File: src/sv/lpg_pkg.sv
// ----------------------------------------------------------------------------
// lpg_pkg
// Shared widths, codes and types of the line pixel generator.
// ----------------------------------------------------------------------------
package lpg_pkg;

  localparam int COORD_BITS = 12;
  localparam int ERR_BITS   = COORD_BITS + 1;
  localparam int POS_BITS   = COORD_BITS + 2;
  localparam int REG_BITS   = COORD_BITS + 1;
  localparam int STEP_BITS  = COORD_BITS + 1;
  localparam int COLOR_BITS = 16;
  localparam int DIR_BITS   = 2;

  localparam logic OP_LOAD = 1'b0;
  localparam logic OP_STEP = 1'b1;

  localparam logic REG_WIDTH  = 1'b0;
  localparam logic REG_HEIGHT = 1'b1;

  localparam logic [DIR_BITS-1:0] DIR_ZERO = 2'b00;
  localparam logic [DIR_BITS-1:0] DIR_POS  = 2'b01;
  localparam logic [DIR_BITS-1:0] DIR_NEG  = 2'b11;

  localparam logic [REG_BITS-1:0] WIDTH_RESET  = REG_BITS'(240);
  localparam logic [REG_BITS-1:0] HEIGHT_RESET = REG_BITS'(320);

  typedef struct packed {
    logic load;
    logic step;
  } axis_ctrl_t;

endpackage

File: src/sv/lpg_req_if.sv
// ----------------------------------------------------------------------------
// lpg_req_if
// Request channel: line load or pixel step.
// ----------------------------------------------------------------------------
interface lpg_req_if;

  logic                                  valid;
  logic                                  ready;
  logic                                  opcode;
  logic [lpg_pkg::COORD_BITS-1:0]        start_x;
  logic [lpg_pkg::COORD_BITS-1:0]        start_y;
  logic [lpg_pkg::COORD_BITS-1:0]        end_x;
  logic [lpg_pkg::COORD_BITS-1:0]        end_y;
  logic [lpg_pkg::COLOR_BITS-1:0]        line_color;

  modport source (
    output valid, opcode, start_x, start_y, end_x, end_y, line_color,
    input  ready
  );

  modport sink (
    input  valid, opcode, start_x, start_y, end_x, end_y, line_color,
    output ready
  );

endinterface

File: src/sv/lpg_pix_if.sv
// ----------------------------------------------------------------------------
// lpg_pix_if
// Pixel channel: one rasterized pixel per step request.
// ----------------------------------------------------------------------------
interface lpg_pix_if;

  logic                                  valid;
  logic                                  ready;
  logic signed [lpg_pkg::POS_BITS-1:0]   pixel_x;
  logic signed [lpg_pkg::POS_BITS-1:0]   pixel_y;
  logic [lpg_pkg::COLOR_BITS-1:0]        pixel_color;
  logic                                  visible;
  logic                                  last;

  modport source (
    output valid, pixel_x, pixel_y, pixel_color, visible, last,
    input  ready
  );

  modport sink (
    input  valid, pixel_x, pixel_y, pixel_color, visible, last,
    output ready
  );

endinterface

File: src/sv/lpg_axis.sv
// ----------------------------------------------------------------------------
// lpg_axis
// One axis of the DDA: delta and sign at load, error accumulate and move
// at each step.
// ----------------------------------------------------------------------------
module lpg_axis (
  input  logic                                  clk_i,
  input  logic                                  rst_ni,
  input  lpg_pkg::axis_ctrl_t                   ctrl_i,
  input  logic [lpg_pkg::COORD_BITS-1:0]        start_i,
  input  logic [lpg_pkg::COORD_BITS-1:0]        end_i,
  input  logic [lpg_pkg::COORD_BITS-1:0]        major_i,
  output logic [lpg_pkg::COORD_BITS-1:0]        span_new_o,
  output logic signed [lpg_pkg::POS_BITS-1:0]   pos_o
);

  logic [lpg_pkg::COORD_BITS-1:0]       span_q, span_d;
  logic [lpg_pkg::DIR_BITS-1:0]         dir_q, dir_d, dir_new;
  logic [lpg_pkg::ERR_BITS-1:0]         err_q, err_d, err_sum, major_ext;
  logic signed [lpg_pkg::POS_BITS-1:0]  pos_q, pos_d, dir_ext;
  logic                                 move;

  always_comb begin
    if (end_i > start_i) begin
      span_new_o = end_i - start_i;
      dir_new    = lpg_pkg::DIR_POS;
    end else if (end_i == start_i) begin
      span_new_o = '0;
      dir_new    = lpg_pkg::DIR_ZERO;
    end else begin
      span_new_o = start_i - end_i;
      dir_new    = lpg_pkg::DIR_NEG;
    end
  end

  assign major_ext = {1'b0, major_i};
  assign err_sum   = err_q + {1'b0, span_q};
  assign move      = err_sum > major_ext;
  assign dir_ext   = {{(lpg_pkg::POS_BITS-lpg_pkg::DIR_BITS){dir_q[1]}}, dir_q};

  always_comb begin
    span_d = span_q;
    dir_d  = dir_q;
    err_d  = err_q;
    pos_d  = pos_q;
    if (ctrl_i.load) begin
      span_d = span_new_o;
      dir_d  = dir_new;
      err_d  = '0;
      pos_d  = {{(lpg_pkg::POS_BITS-lpg_pkg::COORD_BITS){1'b0}}, start_i};
    end else if (ctrl_i.step) begin
      err_d = move ? err_sum - major_ext : err_sum;
      pos_d = move ? pos_q + dir_ext : pos_q;
    end
  end

  always_ff @(posedge clk_i or negedge rst_ni) begin
    if (!rst_ni) begin
      span_q <= '0;
      dir_q  <= lpg_pkg::DIR_ZERO;
      err_q  <= '0;
      pos_q  <= '0;
    end else begin
      span_q <= span_d;
      dir_q  <= dir_d;
      err_q  <= err_d;
      pos_q  <= pos_d;
    end
  end

  assign pos_o = pos_q;

endmodule

File: src/sv/line_pixel_generator_top.sv
// ----------------------------------------------------------------------------
// line_pixel_generator_top
// Integer DDA line rasterizer streaming one clipped pixel per step request.
//
//   channel   dir  kind           payload
//   req_i     in   valid/ready    opcode, start_x/y, end_x/y, line_color
//   pix_o     out  valid/ready    pixel_x/y, pixel_color, visible, last
//   cfg       in   write strobe   cfg_we_i, cfg_index_i, cfg_data_i
//
// One request per cycle unless a pixel waits unread in the output register;
// a step request yields its pixel in the next cycle from the output register,
// limited only by the per-axis add and compare. A load yields nothing;
// a step with no active line is dropped. req_i.ready is low only while a
// pixel waits unread in the output register. Reset clears the line state
// and restores screen size 240 x 320.
// ----------------------------------------------------------------------------
module line_pixel_generator_top (
  input  logic                              clk_i,
  input  logic                              rst_ni,
  input  logic                              cfg_we_i,
  input  logic                              cfg_index_i,
  input  logic [lpg_pkg::REG_BITS-1:0]      cfg_data_i,
  lpg_req_if.sink                           req_i,
  lpg_pix_if.source                         pix_o
);

  logic [lpg_pkg::REG_BITS-1:0]        width_q, width_d;
  logic [lpg_pkg::REG_BITS-1:0]        height_q, height_d;
  logic [lpg_pkg::COORD_BITS-1:0]      major_q, major_d;
  logic [lpg_pkg::STEP_BITS-1:0]       steps_q, steps_d;
  logic [lpg_pkg::COLOR_BITS-1:0]      color_q, color_d;
  logic                                busy_q, busy_d;
  logic                                out_valid_q, out_valid_d;
  logic signed [lpg_pkg::POS_BITS-1:0] px_q, py_q;
  logic [lpg_pkg::COLOR_BITS-1:0]      pcolor_q;
  logic                                vis_q, last_q;

  logic [lpg_pkg::COORD_BITS-1:0]      span_new_x, span_new_y, major_new;
  logic signed [lpg_pkg::POS_BITS-1:0] cur_x, cur_y;
  lpg_pkg::axis_ctrl_t                 axis_ctrl;
  logic                                accept, load_go, step_go, fin, vis;

  assign req_i.ready = !out_valid_q || pix_o.ready;
  assign accept      = req_i.valid && req_i.ready;
  assign load_go     = accept && (req_i.opcode == lpg_pkg::OP_LOAD);
  assign step_go     = accept && (req_i.opcode == lpg_pkg::OP_STEP) && busy_q;

  assign axis_ctrl.load = load_go;
  assign axis_ctrl.step = step_go;

  lpg_axis u_axis_x (
    .clk_i      (clk_i),
    .rst_ni     (rst_ni),
    .ctrl_i     (axis_ctrl),
    .start_i    (req_i.start_x),
    .end_i      (req_i.end_x),
    .major_i    (major_q),
    .span_new_o (span_new_x),
    .pos_o      (cur_x)
  );

  lpg_axis u_axis_y (
    .clk_i      (clk_i),
    .rst_ni     (rst_ni),
    .ctrl_i     (axis_ctrl),
    .start_i    (req_i.start_y),
    .end_i      (req_i.end_y),
    .major_i    (major_q),
    .span_new_o (span_new_y),
    .pos_o      (cur_y)
  );

  assign major_new = (span_new_x > span_new_y) ? span_new_x : span_new_y;
  assign fin       = steps_q <= lpg_pkg::STEP_BITS'(1);
  assign vis       = !cur_x[lpg_pkg::POS_BITS-1] && !cur_y[lpg_pkg::POS_BITS-1] &&
                     (cur_x[lpg_pkg::REG_BITS-1:0] < width_q) &&
                     (cur_y[lpg_pkg::REG_BITS-1:0] < height_q);

  always_comb begin
    width_d  = width_q;
    height_d = height_q;
    if (cfg_we_i) begin
      unique case (cfg_index_i)
        lpg_pkg::REG_WIDTH:  width_d  = cfg_data_i;
        lpg_pkg::REG_HEIGHT: height_d = cfg_data_i;
        default:             width_d  = width_q;
      endcase
    end
  end

  always_comb begin
    major_d     = major_q;
    steps_d     = steps_q;
    color_d     = color_q;
    busy_d      = busy_q;
    out_valid_d = out_valid_q && !pix_o.ready;
    if (load_go) begin
      major_d = major_new;
      steps_d = lpg_pkg::STEP_BITS'(major_new) + lpg_pkg::STEP_BITS'(2);
      color_d = req_i.line_color;
      busy_d  = 1'b1;
    end else if (step_go) begin
      steps_d = fin ? '0 : steps_q - lpg_pkg::STEP_BITS'(1);
      busy_d  = !fin;
    end
    if (step_go) begin
      out_valid_d = 1'b1;
    end
  end

  always_ff @(posedge clk_i or negedge rst_ni) begin
    if (!rst_ni) begin
      width_q     <= lpg_pkg::WIDTH_RESET;
      height_q    <= lpg_pkg::HEIGHT_RESET;
      major_q     <= '0;
      steps_q     <= '0;
      color_q     <= '0;
      busy_q      <= 1'b0;
      out_valid_q <= 1'b0;
    end else begin
      width_q     <= width_d;
      height_q    <= height_d;
      major_q     <= major_d;
      steps_q     <= steps_d;
      color_q     <= color_d;
      busy_q      <= busy_d;
      out_valid_q <= out_valid_d;
    end
  end

  always_ff @(posedge clk_i) begin
    if (step_go) begin
      px_q     <= cur_x;
      py_q     <= cur_y;
      pcolor_q <= color_q;
      vis_q    <= vis;
      last_q   <= fin;
    end
  end

  assign pix_o.valid       = out_valid_q;
  assign pix_o.pixel_x     = px_q;
  assign pix_o.pixel_y     = py_q;
  assign pix_o.pixel_color = pcolor_q;
  assign pix_o.visible     = vis_q;
  assign pix_o.last        = last_q;

`ifndef SYNTHESIS
  a_busy_steps: assert property (@(posedge clk_i) disable iff (!rst_ni)
    busy_q == (steps_q != '0))
    else $error("busy flag and step count disagree");

  a_step_out: assert property (@(posedge clk_i) disable iff (!rst_ni)
    step_go |=> out_valid_q)
    else $error("accepted step produced no pixel");

  a_last_ends: assert property (@(posedge clk_i) disable iff (!rst_ni)
    (step_go && fin) |=> !busy_q && last_q)
    else $error("final pixel did not end the line");

  a_load_len: assert property (@(posedge clk_i) disable iff (!rst_ni)
    load_go |=> busy_q && (steps_q >= lpg_pkg::STEP_BITS'(2)))
    else $error("load did not arm a full line");
`endif

endmodule
File: src/flat_wrapper.sv
// flat-port wrapper written by rule: the top's interface ports become plain ports
module line_pixel_generator_top_flat 
  (clk_i, rst_ni, cfg_we_i, cfg_index_i, cfg_data_i, req_i_valid, req_i_opcode, req_i_start_x, req_i_start_y, req_i_end_x, req_i_end_y, req_i_line_color, req_i_ready, pix_o_valid, pix_o_pixel_x, pix_o_pixel_y, pix_o_pixel_color, pix_o_visible, pix_o_last, pix_o_ready);
  lpg_req_if req_i_i ();
  lpg_pix_if pix_o_i ();
  input  logic clk_i;
  input  logic rst_ni;
  input  logic cfg_we_i;
  input  logic cfg_index_i;
  input  logic [lpg_pkg::REG_BITS-1:0] cfg_data_i;
  input wire logic [$bits(req_i_i.valid)-1:0] req_i_valid;
  input wire logic [$bits(req_i_i.opcode)-1:0] req_i_opcode;
  input wire logic [$bits(req_i_i.start_x)-1:0] req_i_start_x;
  input wire logic [$bits(req_i_i.start_y)-1:0] req_i_start_y;
  input wire logic [$bits(req_i_i.end_x)-1:0] req_i_end_x;
  input wire logic [$bits(req_i_i.end_y)-1:0] req_i_end_y;
  input wire logic [$bits(req_i_i.line_color)-1:0] req_i_line_color;
  output wire logic [$bits(req_i_i.ready)-1:0] req_i_ready;
  output wire logic [$bits(pix_o_i.valid)-1:0] pix_o_valid;
  output wire logic [$bits(pix_o_i.pixel_x)-1:0] pix_o_pixel_x;
  output wire logic [$bits(pix_o_i.pixel_y)-1:0] pix_o_pixel_y;
  output wire logic [$bits(pix_o_i.pixel_color)-1:0] pix_o_pixel_color;
  output wire logic [$bits(pix_o_i.visible)-1:0] pix_o_visible;
  output wire logic [$bits(pix_o_i.last)-1:0] pix_o_last;
  input wire logic [$bits(pix_o_i.ready)-1:0] pix_o_ready;
  assign req_i_i.valid = req_i_valid;
  assign req_i_i.opcode = req_i_opcode;
  assign req_i_i.start_x = req_i_start_x;
  assign req_i_i.start_y = req_i_start_y;
  assign req_i_i.end_x = req_i_end_x;
  assign req_i_i.end_y = req_i_end_y;
  assign req_i_i.line_color = req_i_line_color;
  assign req_i_ready = req_i_i.ready;
  assign pix_o_valid = pix_o_i.valid;
  assign pix_o_pixel_x = pix_o_i.pixel_x;
  assign pix_o_pixel_y = pix_o_i.pixel_y;
  assign pix_o_pixel_color = pix_o_i.pixel_color;
  assign pix_o_visible = pix_o_i.visible;
  assign pix_o_last = pix_o_i.last;
  assign pix_o_i.ready = pix_o_ready;
  line_pixel_generator_top u_core (.clk_i(clk_i), .rst_ni(rst_ni), .cfg_we_i(cfg_we_i), .cfg_index_i(cfg_index_i), .cfg_data_i(cfg_data_i), .req_i(req_i_i), .pix_o(pix_o_i));
endmodule
File: config.mk
export PLATFORM = sky130hd
export DESIGN_NAME = line_pixel_generator_top_flat
export DESIGN_NICKNAME = d
export VERILOG_FILES = /design/src/sv/lpg_pkg.sv /design/src/sv/lpg_req_if.sv /design/src/sv/lpg_pix_if.sv /design/src/sv/lpg_axis.sv /design/src/sv/line_pixel_generator_top.sv /design/src/flat_wrapper.sv
export SDC_FILE = /design/constraint.sdc
export NUM_CORES = 1
export LEC_CHECK = 0
export ABC_AREA = 1
export ABC_CLOCK_PERIOD_IN_PS = 3900
export BUFFER_PORTS_ARGS = -buffer_cell sky130_fd_sc_hd__buf_2
export CORE_AREA = 2 2 240 124
export CTS_CLUSTER_SIZE = 8
export DETAILED_ROUTE_END_ITERATION = 6
export DIE_AREA = 0 0 242 126
export HOLD_SLACK_MARGIN = 0.03
export PLACE_DENSITY = 0.81
export SETUP_SLACK_MARGIN = 0.05
export SYNTH_ARGS = -nofsm -noshare
export SYNTH_HDL_FRONTEND = slang
export SYNTH_SLANG_ARGS = --single-unit
File: constraint.sdc
create_clock -name clk_i -period 3.9 [get_ports clk_i]
set_clock_uncertainty 0.15 [all_clocks]
set_input_delay 0.78 -clock clk_i [delete_from_list [all_inputs] [get_ports clk_i]]
set_output_delay 0.78 -clock clk_i [all_outputs]
set_load 0.1 [all_outputs]
==> results of run 1 <==
## metrics by stage
| stage | power, mW | hold slack [ns] | setup WS [ns] | utilization, % |
|---|---|---|---|---|
| global route | 15.8 | 0.172 | -0.471 | 72.0 |
| CTS | 13.8 | 0.155 | 0.0122 | 68.8 |
| global placement | 11.2 | 0.280 | -0.659 | 64.0 |
| finish | 14.8 | 0.133 | -0.335 | 72.0 |
| floorplan | 8.93 | 0.275 | -0.367 | - |
| detailed placement | 11.4 | 0.283 | -0.716 | 64.0 |
## cell type report
class                           count  area share, %
Antenna cell                        1         0.0122
Clock buffer                       17           2.08
Clock inverter                     15           1.16
Inverter                          297           5.62
Multi-Input combinational cell   1540           49.2
Sequential cell                   197           25.3
Tap cell                          391           2.39
Timing Repair Buffer              416           14.3
## kinds of logic (layout without fill, tap and decap cells)
logic type | after synthesis | count (layout) | synth area share [%]
AOI/OAI and AO/OA | 339 | 339 | 12.4
xor gates and xnor gates | 72 | 72 | 4.14
adders and majority gates | 169 | 169 | 14.2
buffers and inverters | 342 | 745 | 8.61
DFF | 197 | 197 | 33.6
other | 0 | 1 | 0
and+or+nand+nor | 958 | 960 | 27.0
## placed cells by master (no fill, tap or decap), types with 8 or more instances in the layout
cell and n:
nand4_1 28, nand2_1 590, dfrtp_1 145, buf_2 125, nand2_4 20, o21bai_1 11
xor2_1 44, nor2_1 59, clkinv_8 8, nand3_2 29, inv_2 24, nor2_2 15
clkbuf_16 17, o211ai_1 27, inv_1 266, a21oi_2 15, xnor2_1 23, buf_4 266
nor2_4 17, o21ai_0 116, nand3_1 101, nand3_4 11, nand2_2 56, ha_4 28
a21oi_1 110, edfxtp_1 46, o21ai_1 17, nor3_1 8, buf_6 18, ha_1 127
## path summary, 6_finish.rpt
path,start,end,slack (ns)
max,req_i_end_x[9],u_core.steps_q[3],-0.33
min,rst_ni,u_core.color_q[7],0.13
max reg2reg,u_core.u_axis_y.span_q[0],u_core.u_axis_y.pos_o[13],0.05
min reg2reg,u_core.color_q[0],u_core.pix_o.pixel_color[0],0.31
max in group asynchronous,rst_ni,u_core.width_q[7],2.57
min in group clk_i,u_core.color_q[0],u_core.pix_o.pixel_color[0],0.31
## sequential cells by signal, summed over array words and instances, names as in the netlist, 12 cells and up
signal,flops
u_core.u_axis_x.span_q,12
u_core.pix_o.pixel_y,14
u_core.u_axis_y.pos_o,14
u_core.width_q,13
u_core.steps_q,13
u_core.pix_o.pixel_x,14
u_core.u_axis_y.span_q,12
u_core.color_q,16
u_core.pix_o.pixel_color,16
u_core.u_axis_y.err_q,13
u_core.u_axis_x.err_q,13
u_core.height_q,13
u_core.major_q,12
u_core.u_axis_x.pos_o,14
## layer usage
| layer | share of wire [%] | routed length, um |
|---|---|---|
| met5 | 0.023 | 12 |
| met4 | 1.8 | 964 |
| met3 | 13 | 6660 |
| met2 | 40 | 21200 |
| met1 | 45 | 23700 |
## timing repair
action,CTS,global route
setup buffers,42,30
pin swaps,49,60
gates cloned,0,4
setup endpoints to repair,54,77
gates resized for setup,90,160
## power breakdown
| part | internal, mW | switching (mW) |
|---|---|---|
| logic | 3.74 | 5.85 |
| clock network | 0.957 | 0.996 |
| registers | 2.69 | 0.529 |
| total | 7.39 | 7.37 |
## critical path, stage by stage
cell      delay (ns)
buf_2           0.10
inv_1           0.05
ha_1            0.34
nand2_1         0.11
nand2_1         0.09
a21oi_2         0.29
nand3_4         0.20
nand2_8         0.18
nand2_4         0.06
and2_4          0.17
ha_4            0.26
nand2_2         0.07
nor2_4          0.14
nand2_4         0.08
a21oi_4         0.19
nor2_4          0.07
nor2_4          0.23
o211ai_1        0.17
nand2_2         0.12
inv_2           0.06
ha_4            0.17
buf_6           0.11
xor2_2          0.16
nand2_1         0.09
a22oi_1         0.17
==> flow_summary.toml, run 1 <==
[outcome]
status = "finished, violations left"
violations = "DRC, setup timing"

[synth]
yosysWarnings = 0
synth.most_common_cell = "nand2_1"
ys_seq_area_share_pct = 33.6
ys.flop_type = "dfrtp_1"
syn-cell-area_um2 = 15400
synthCells = 2077
yosysTopAreaCellShare_pct = 23.6
async_flop_share_pct = 76.6
syn_avg_cell_area_um2 = 7.41
ys_seq_elements = 197
ys_types = 53
synth_area_leaders = "dfrtp_1 (24%), nand2_1 (16%), ha_1 (13%), edfxtp_1 (9.0%), inv_1 (7.1%)"
synth_nets = 2330
synth_common_cells = "nand2_1 (648), inv_1 (290), ha_1 (159)"
synth_edf_count = 46
synth.largest_area_cell = "dfrtp_1"

[clocking]
clk_pin_slew_ns = 0.09
numCtsBuffers = 17
cts_sinks = 197
ctsHoldBuffers = 0
clock_latency_ns = 0.47
cts_tree = "yes"
clockBufferDepth = 2
root_buffer = "clkbuf_16"
htree_levels = 4

[drt]
via_count = 16000
dr.pass1.iters = 7
avgViaCountPerCell = 5.56
route.detailed.drc = 5
drt_iter0_drc = 1989
wl_um = 52600
ant_nets = 0
wl_per_cell_um = 18.3

[setup_path]
start_kind = "primary input"
crit_type = "primary input to flop"
required_ns = 4.14
cp_data_arrival_time_ns = 4.47
r2r_cells = 21
crit_fanout = 8
endpoint_kind = "flop"

[grt]
antenna_found_initial = 2
grt_overflow = 0
use_met2_pct = 46.6
grt_pass1_vias = 14900
busiest_layer = "met1"
grtUsageMet1_pct = 50.1
grt_usage_pct = 33.4
use_met3_pct = 10.5
grt_max_degree = 67
grt_pass1_wl_um = 79500

[timing]
hold_viol = 0
maxSlewHeadroom_pct = 46.4
max_freq_mhz = 236
slew_viol_final = 0
tightest_slew_ns = 0.801
finalCritPeriodShare_pct = 109
fin_ws_ns = -0.335
rsz0062_at_grt = "true"
fin_setup_tns_ns = -2.65
period_needed_ns = 4.23
setup_viol = 14

[floorplan]
die_area_um2 = 30500
start_util_pct = 54.2
dieHeight_um = 126
die_x_um = 242
core-area_um2 = 28400
core.rowCount = 44
io_pins = 132

[place]
portBuffers = 131
dp.cells = 2768
gp_congestion = 1.01
place_area_um2 = 18200
dp_hpwl_um = 39600

[cells_and_area]
drive_gt1_share_pct = 29.2
seqCellArea_um2 = 5170
fillers = 2209
final_area_um2 = 20400
multi_input_area_um2 = 10000
area_delta_synth_final_pct = 32.8
nets = 2722
finalNonFillerCells = 2874

[power]
p_leak_nw = 10.6
pwr_density_cell_nw_per_um2 = 722
irDropWorstVdd_v = 0.000801

[flow_run]
max_cap_violations = 0

[worst_hold_path]
hp-class = "primary input to async pin"
Note: power is estimated with default switching activity, not from simulation.
==> run 2: changes to the inputs <==
--- a/config.mk
+++ b/config.mk
@@ -12,8 +12,9 @@
 export CTS_CLUSTER_SIZE = 8
 export DETAILED_ROUTE_END_ITERATION = 6
 export DIE_AREA = 0 0 242 126
-export HOLD_SLACK_MARGIN = 0.03
+export HOLD_SLACK_MARGIN = 0.1
 export PLACE_DENSITY = 0.81
+export RECOVER_POWER = 50
 export SETUP_SLACK_MARGIN = 0.05
 export SYNTH_ARGS = -nofsm -noshare
 export SYNTH_HDL_FRONTEND = slang
==> run 2 against run 1 <==
- the flow finishes with violations (DRC, capacitance limit, slew limit, setup timing)
- wire length is essentially flat
- worst setup slack gained 0.0028 ns
- total power shrank 0.22%
- hold slack gained 0.18 ns
- global-route usage is the same
- sequential share of layout area is essentially flat
- register-to-register slack is essentially flat
- critical path type unchanged
==> flow_summary.toml, run 2 (synthesis gave the netlist of run 1 again) <==
[grt]
antenna_found_initial = 2
grt_overflow = 0
grt_max_degree = 67
grt_pass1_vias = 14900
grt_pass1_wl_um = 79500
grt_usage_pct = 33.4

[timing]
fin_setup_tns_ns = -2.70
maxSlewHeadroom_pct = -22.3
fin_ws_ns = -0.332
slew_viol_final = 131
finalCritPeriodShare_pct = 109
setup_viol = 14
rsz0062_at_grt = "true"
hold_viol = 0
max_freq_mhz = 236
period_needed_ns = 4.23
holdWs_ns = 0.308
tightest_slew_ns = 1.83

[setup_path]
rr_endpoint = "u_core.u_axis_y.pos_o[13]"
crit_family = "simple AND/OR/NAND/NOR gates"
crit_top_cell = "nand2_1"
crit_type = "primary input to flop"
required_ns = 4.14
cp_slowest_cell = "ha_1"
start_kind = "primary input"
crit_fanout = 8
startpoint = "req_i_end_x[9]"
crit_cells = 25
crit_buf_inv = 5
endpoint_kind = "flop"
worstReg2RegStart = "u_core.u_axis_y.span_q[0]"
r2r_cells = 21
cpPeakStageDelay_ns = 0.36
cp_data_arrival_time_ns = 4.47
critPathCapture = "u_core.steps_q[3]"
r2r_setup_slack_ns = 0.06

[cells_and_area]
area_delta_synth_final_pct = 32.6
final_area_um2 = 20400
nets = 2722
final_common_cell = "nand2_1"
mostFrequentLayoutCells = "nand2_1 (590), inv_1 (266), buf_4 (264)"
drive_gt1_share_pct = 29.1
finalNonFillerCells = 2875

[clocking]
numCtsBuffers = 17
cts_tree = "yes"
root_buffer = "clkbuf_16"
cts_sinks = 197
clk_pin_slew_ns = 0.09
htree_levels = 4
clockBufferDepth = 2
clock_latency_ns = 0.48

[power]
p_leak_nw = 10.5
irDropWorstVdd_v = 0.000797
pwr_density_cell_nw_per_um2 = 722

[floorplan]
core.rowCount = 44
core-area_um2 = 28400
io_pins = 132
die_area_um2 = 30500
die_x_um = 242
start_util_pct = 54.2
dieHeight_um = 126

[drt]
wl_per_cell_um = 18.3
route.detailed.drc = 12
dr.pass1.iters = 7
via_count = 16100
ant_nets = 0
avgViaCountPerCell = 5.60
drt_iter0_drc = 2096
wl_um = 52600

[place]
portBuffers = 131
place_area_um2 = 18200
pre_cts_ws_ns = -0.716
dp.cells = 2768
gp_congestion = 1.01
dp_hpwl_um = 39600

[worst_hold_path]
hp-class = "flop to flop"

[flow_run]
max_cap_violations = 3

[outcome]
status = "finished, violations left"
violations = "DRC, capacitance limit, slew limit, setup timing"
-- run 2: changes by cell type in the layout (fill, tap and decap cells not counted) --
cell      delta
diode_2      +1
buf_4        -2
buf_6        -1
buf_12       -1
clkbuf_2     +2
clkbuf_1     +2
-- run 2: worst min path at each step --
stage,startpoint,end,slack (ns),cells after the start
after floorplan,u_core.color_q[0],u_core.pix_o.pixel_color[0],0.28,0
after global placement,u_core.color_q[7],u_core.pix_o.pixel_color[7],0.28,0
after detailed placement,u_core.color_q[0],u_core.pix_o.pixel_color[0],0.28,0
after CTS,rst_ni,u_core.color_q[7],0.16,1
after global routing,u_core.color_q[15],u_core.pix_o.pixel_color[15],0.32,0
final,u_core.color_q[15],u_core.pix_o.pixel_color[15],0.31,0
-- run 2: layout make-up --
cell class	instances	area [um^2]
multi-input cells	1540	10000
flip-flops and latches	197	5170
diodes	2	5.00
well taps	391	489
inverters	297	1150
clock buffers	17	425
fillers	2215	7990
repair buffers	416	2890
clock inverters	15	238
-- run 2: metrics by stage --
step                utilization [%]  power [mW]
finish                         71.9        14.7
global route                   71.9        15.8
CTS                            68.8        13.8
detailed placement             64.0        11.4
global placement               64.0        11.2
floorplan                         -        8.93
-- run 2: power by group --
part | switching, mW | internal (mW)
sequential | 0.533 | 2.69
combinational | 5.82 | 3.74
clock | 0.998 | 0.957
-- run 2: repair_timing --
action | 4_1_cts | 5_1_grt
endpoints found under the setup margin | 54 | 77
setup buffers | 42 | 30
hold buffers | 0 | 0
cloned | 0 | 4
resized for setup | 90 | 160
pin swaps | 49 | 60
-- run 2: worst reg2reg max path, cell delays in order (launching register included) --
cell     delay [ns]
dfrtp_1        0.42
ha_1           0.24
fa_2           0.35
nand3_1        0.10
nand2_2        0.10
a31oi_4        0.17
o21ai_2        0.10
a21oi_2        0.15
xor2_1         0.22
ha_1           0.30
buf_4          0.16
buf_4          0.14
nand4_1        0.09
nor4_1         0.06
or2_1          0.24
nand2_2        0.13
nand2_2        0.13
nand2_2        0.12
inv_4          0.06
buf_4          0.15
nand2_1        0.05
o21ai_0        0.09
-- run 2: per-layer routing --
layer | up-vias | global-route usage, % | share of wire (%)
li1 | 7585 | - | -
met3 | 83 | 10.5 | 13
met2 | 863 | 46.6 | 41
met4 | 2 | 7.66 | 1.7
met5 | - | 0 | 0.023
met1 | 7578 | 50.1 | 45
